File: src/bfa_rem.sv
// Bit-serial remainder unit: 32-bit dividend modulo a 16-bit divisor, one bit per cycle.
// Standalone; used by best_fit_deferred_free_allocator for alignment padding.
`default_nettype none

module bfa_rem (
  input wire logic clk,
  input wire logic rst,
  input wire logic go,
  input wire logic [31:0] dividend,
  input wire logic [15:0] divisor,
  output logic done,
  output logic [15:0] rem
);

  logic [31:0] shreg;
  logic [16:0] part;
  logic [5:0] count;
  logic running;
  logic [16:0] trial;

  always_comb begin
    trial = {part[15:0], shreg[31]};
  end

  always_ff @(posedge clk) begin
    if (rst) begin
      running <= 1'b0;
      done <= 1'b0;
      count <= '0;
    end else begin
      done <= 1'b0;
      if (go) begin
        running <= 1'b1;
        count <= '0;
        shreg <= dividend;
        part <= '0;
      end else if (running) begin
        shreg <= {shreg[30:0], 1'b0};
        if (trial >= {1'b0, divisor}) begin
          part <= trial - {1'b0, divisor};
        end else begin
          part <= trial;
        end
        count <= count + 6'd1;
        if (count == 6'd31) begin
          running <= 1'b0;
          done <= 1'b1;
        end
      end
    end
  end

  assign rem = part[15:0];

endmodule

`default_nettype wire

File: config.mk
export PLATFORM = sky130hd
export DESIGN_NAME = bfa_rem
export DESIGN_NICKNAME = d
export VERILOG_FILES = /design/src/bfa_rem.sv
export SDC_FILE = /design/constraint.sdc
export NUM_CORES = 1
export LEC_CHECK = 0
export BUFFER_PORTS_ARGS = -buffer_cell sky130_fd_sc_hd__buf_4
export CAP_MARGIN = 25
export CORE_ASPECT_RATIO = 1.75
export CORE_UTILIZATION = 55
export CTS_CLUSTER_DIAMETER = 150
export DETAILED_ROUTE_END_ITERATION = 6
export PLACE_DENSITY = 0.82
export SETUP_SLACK_MARGIN = 0.1
export SLEW_MARGIN = 20
export SYNTH_ARGS = -nofsm -noshare
export SYNTH_HDL_FRONTEND = slang
export SYNTH_SLANG_ARGS = --single-unit
export TNS_END_PERCENT = 50
File: constraint.sdc
create_clock -name clk -period 4.7 [get_ports clk]
set_clock_uncertainty 0.15 [all_clocks]
set_input_delay 0.47 -clock clk [delete_from_list [all_inputs] [get_ports clk]]
set_output_delay 0.47 -clock clk [all_outputs]
set_load 0.1 [all_outputs]
==> flow_metrics.py <==
metrics = {
    "outcome": {
        "status": "finished clean",
    },
    "setup_path": {
        "arrival_ns": 2.76,
        "cp.required_ns": 4.62,
        "critPathSlowestCell": "a221oi_2",
        "start_kind": "register",
        "end_kind": "register",
        "path_class": "register to register",
        "critPathMaxFanout": 3,
        "slowest_delay_ns": 0.41,
        "worstPathCellList": "inv_1, ha_1, inv_1, fa_1, a21o_1, a221oi_2, o21ai_2, a21o_1, a21oi_2, xor2_1, o22ai_1",
    },
    "grt": {
        "antenna_found_initial": 0,
        "overflow": 0,
        "grt_max_degree": 53,
        "grt_pass1_wl_um": 9894,
        "grtUsageTotal_pct": 21.60,
        "grt_pass1_vias": 2310,
    },
    "detailed_routing": {
        "route.detailed.drc": 0,
        "ant_nets": 0,
        "drtIter0Drc": 66,
        "viasPerCell": 5.435,
        "wl_per_cell_um": 14.83,
        "vias": 2261,
        "finalWirelength_um": 6169,
        "dr.pass1.iters": 4,
    },
    "synthesis": {
        "synth_top_area_share_pct": 44.72,
        "synth_most_common_cell": "edfxtp_1",
        "synth_seq_area_share_pct": 49.69,
        "synth_ff_type": "edfxtp_1",
        "syn_inst": 275,
        "synthTopCellsByArea": "edfxtp_1, mux2_2, ha_1",
        "ys_async_sr_fraction_pct": 0,
        "synth_commonest_cells": "edfxtp_1, mux2_2, nor2_1",
        "synth_cell_type_count": 39,
        "syn_avg_cell_area_um2": 11.72,
        "syn_nets": 344,
        "yosys_warnings": 0,
        "syn_area_um2": 3223,
        "synth_edf_count": 48,
        "yosysTopAreaCell": "edfxtp_1",
        "ys_ff_latch": 56,
    },
    "pwr": {
        "switching_share_pct": 33.86,
        "p_leak_nw": 1.620,
        "pwr-share-clk_pct": 20.7,
        "power_density_nw_per_um2": 334.4,
        "p_sw_mw": 0.4372,
        "power.internal_mw": 0.8539,
        "combPwrFrac_pct": 32.3,
        "vdd_drop_max_uv": 292.7,
        "pwr-share-seq_pct": 47.0,
    },
    "clock_tree": {
        "clk_latency_ns": 0.32,
        "clk_pin_slew_ns": 0.10,
        "post_cts_resized": 0,
        "numCtsBuffers": 5,
        "cts_tree": "done",
        "cts_hold_buf": 0,
        "clock_path_buffers": 2,
        "cts_sinks": 56,
        "root_buffer": "clkbuf_8",
        "h-tree-depth": 2,
        "cts_setup_buffers": 0,
    },
    "floorplanning": {
        "initial_core_util_pct": 57.71,
        "die_x_um": 59.87,
        "io_pins": 68,
        "die_h_um": 103.3,
        "rows": 36,
        "die_area_um2": 6182,
        "core_um2": 5585,
    },
    "sta": {
        "tns_ns": 0,
        "period_needed_ns": 2.837,
        "final_hold_viol_count": 0,
        "finalCritPeriodShare_pct": 60.36,
        "maxSlewHeadroom_pct": 44.20,
        "setup_viol": 0,
        "setup_ws_ns": 1.863,
        "slew_viol_final": 0,
        "rsz0062_at_grt": "no",
        "fmax_ghz": 0.3525,
        "worst_pin_slew_ns": 0.8350,
        "fin_worst_hold_slack_ns": 0.2838,
    },
    "finish": {
        "drive_gt1_share_pct": 34.41,
        "flow.area_growth_from_synthesis_pct": 19.80,
        "nets": 408,
        "instances_no_fill": 416,
        "antenna_cells": 0,
        "post-route-util_pct": 69.13,
    },
    "placement": {
        "dp_hpwl_um": 4473,
        "dp_slack_ns": 1.798,
        "dp_cells": 408,
        "io_buffers": 67,
        "place_congestion": 0.8134,
    },
    "worst_hold_path": {
        "hold_class": "input port to register",
    },
    "job": {
        "maxCapViolCount": 0,
    },
}
==> flip-flops by register name (all words and copies together) (netlist names) <==
signal,count
count,6
done,1
part,16
running,1
shreg,32
==> power by group through the flow <==
stage | Combinational (mW) | Sequential, mW | Clock [mW]
3_5_place_dp | 0.416 | 0.618 | 0
6_report | 0.417 | 0.606 | 0.268
5_1_grt | 0.448 | 0.610 | 0.294
2_1_floorplan | 0.229 | 0.713 | 0
3_3_place_gp | 0.408 | 0.616 | 0
4_1_cts | 0.417 | 0.607 | 0.278
==> stage by stage <==
step                      power, mW  instance area, um2
after floorplan              0.9419                3223
after global placement        1.025                3772
after detailed placement      1.033                3772
after CTS                     1.302                3861
after global routing          1.352                3861
final                         1.291                3861
==> worst paths after layout <==
kind	from	endpoint	slack (ns)	depth (start not counted)
setup / recovery	shreg[31]	part[12]	1.86	11
hold / removal	dividend[0]	shreg[0]	0.28	2
setup reg to reg	shreg[31]	part[12]	1.86	11
hold reg to reg	count[5]	done	0.32	1
==> final cells by class <==
class,instances,area (um2)
multi-input cells,190,1498
well taps,76,95.09
repair buffers,68,510.5
inverters,18,67.56
clock buffers,6,72.57
fillers,470,1724
flip-flops and latches,56,1602
clock inverters,2,16.27
==> layout by cell type, fill, tap and decap left out, types with 2 or more instances in the layout <==
master / count
a211oi_2: 5
a21o_1: 5
a21oi_1: 14
and2_1: 2
buf_4: 68
clkbuf_8: 5
dfxtp_1: 8
edfxtp_1: 48
ha_1: 17
inv_1: 18
mux2_2: 31
mux2i_1: 11
nand2_1: 13
nand2b_1: 6
nand3_1: 3
nand4_1: 5
nor2_1: 28
nor3_1: 2
nor4b_1: 2
o21a_1: 3
o21ai_0: 7
o22ai_1: 2
xnor2_1: 9
xor2_1: 9
==> layer usage <==
layer | global-route usage (%) | vias to the layer above | share of wire, %
met2 | 40.77 | 63 | 57
met5 | 0 | - | 0
met3 | 3.980 | 8 | 4.1
met4 | 9.302 | 0 | 1.8
li1 | - | 1117 | -
met1 | 22.43 | 1073 | 37
==> worst max-delay path, delay by kind of cell (launching register included) <==
family | cells | cell delay [ns]
xor gates and xnor gates | 1 | 0.15
DFF | 1 | 0.40
adders and majority gates | 2 | 0.54
buffers and inverters | 2 | 0.12
AOI/OAI and AO/OA | 6 | 1.22
==> cells by family after synthesis <==
kind of cell    count (synthesis)  share of synthesized area, %
compound gates                 47                         10.56
mux                            42                         14.25
simple gates                   65                         9.317
fa+ha+maj                      18                         7.220
flops                          56                         49.69
xor+xnor                       18                         4.892
buf+inv                        29                         4.076
Note: power is estimated with default switching activity, not from simulation.
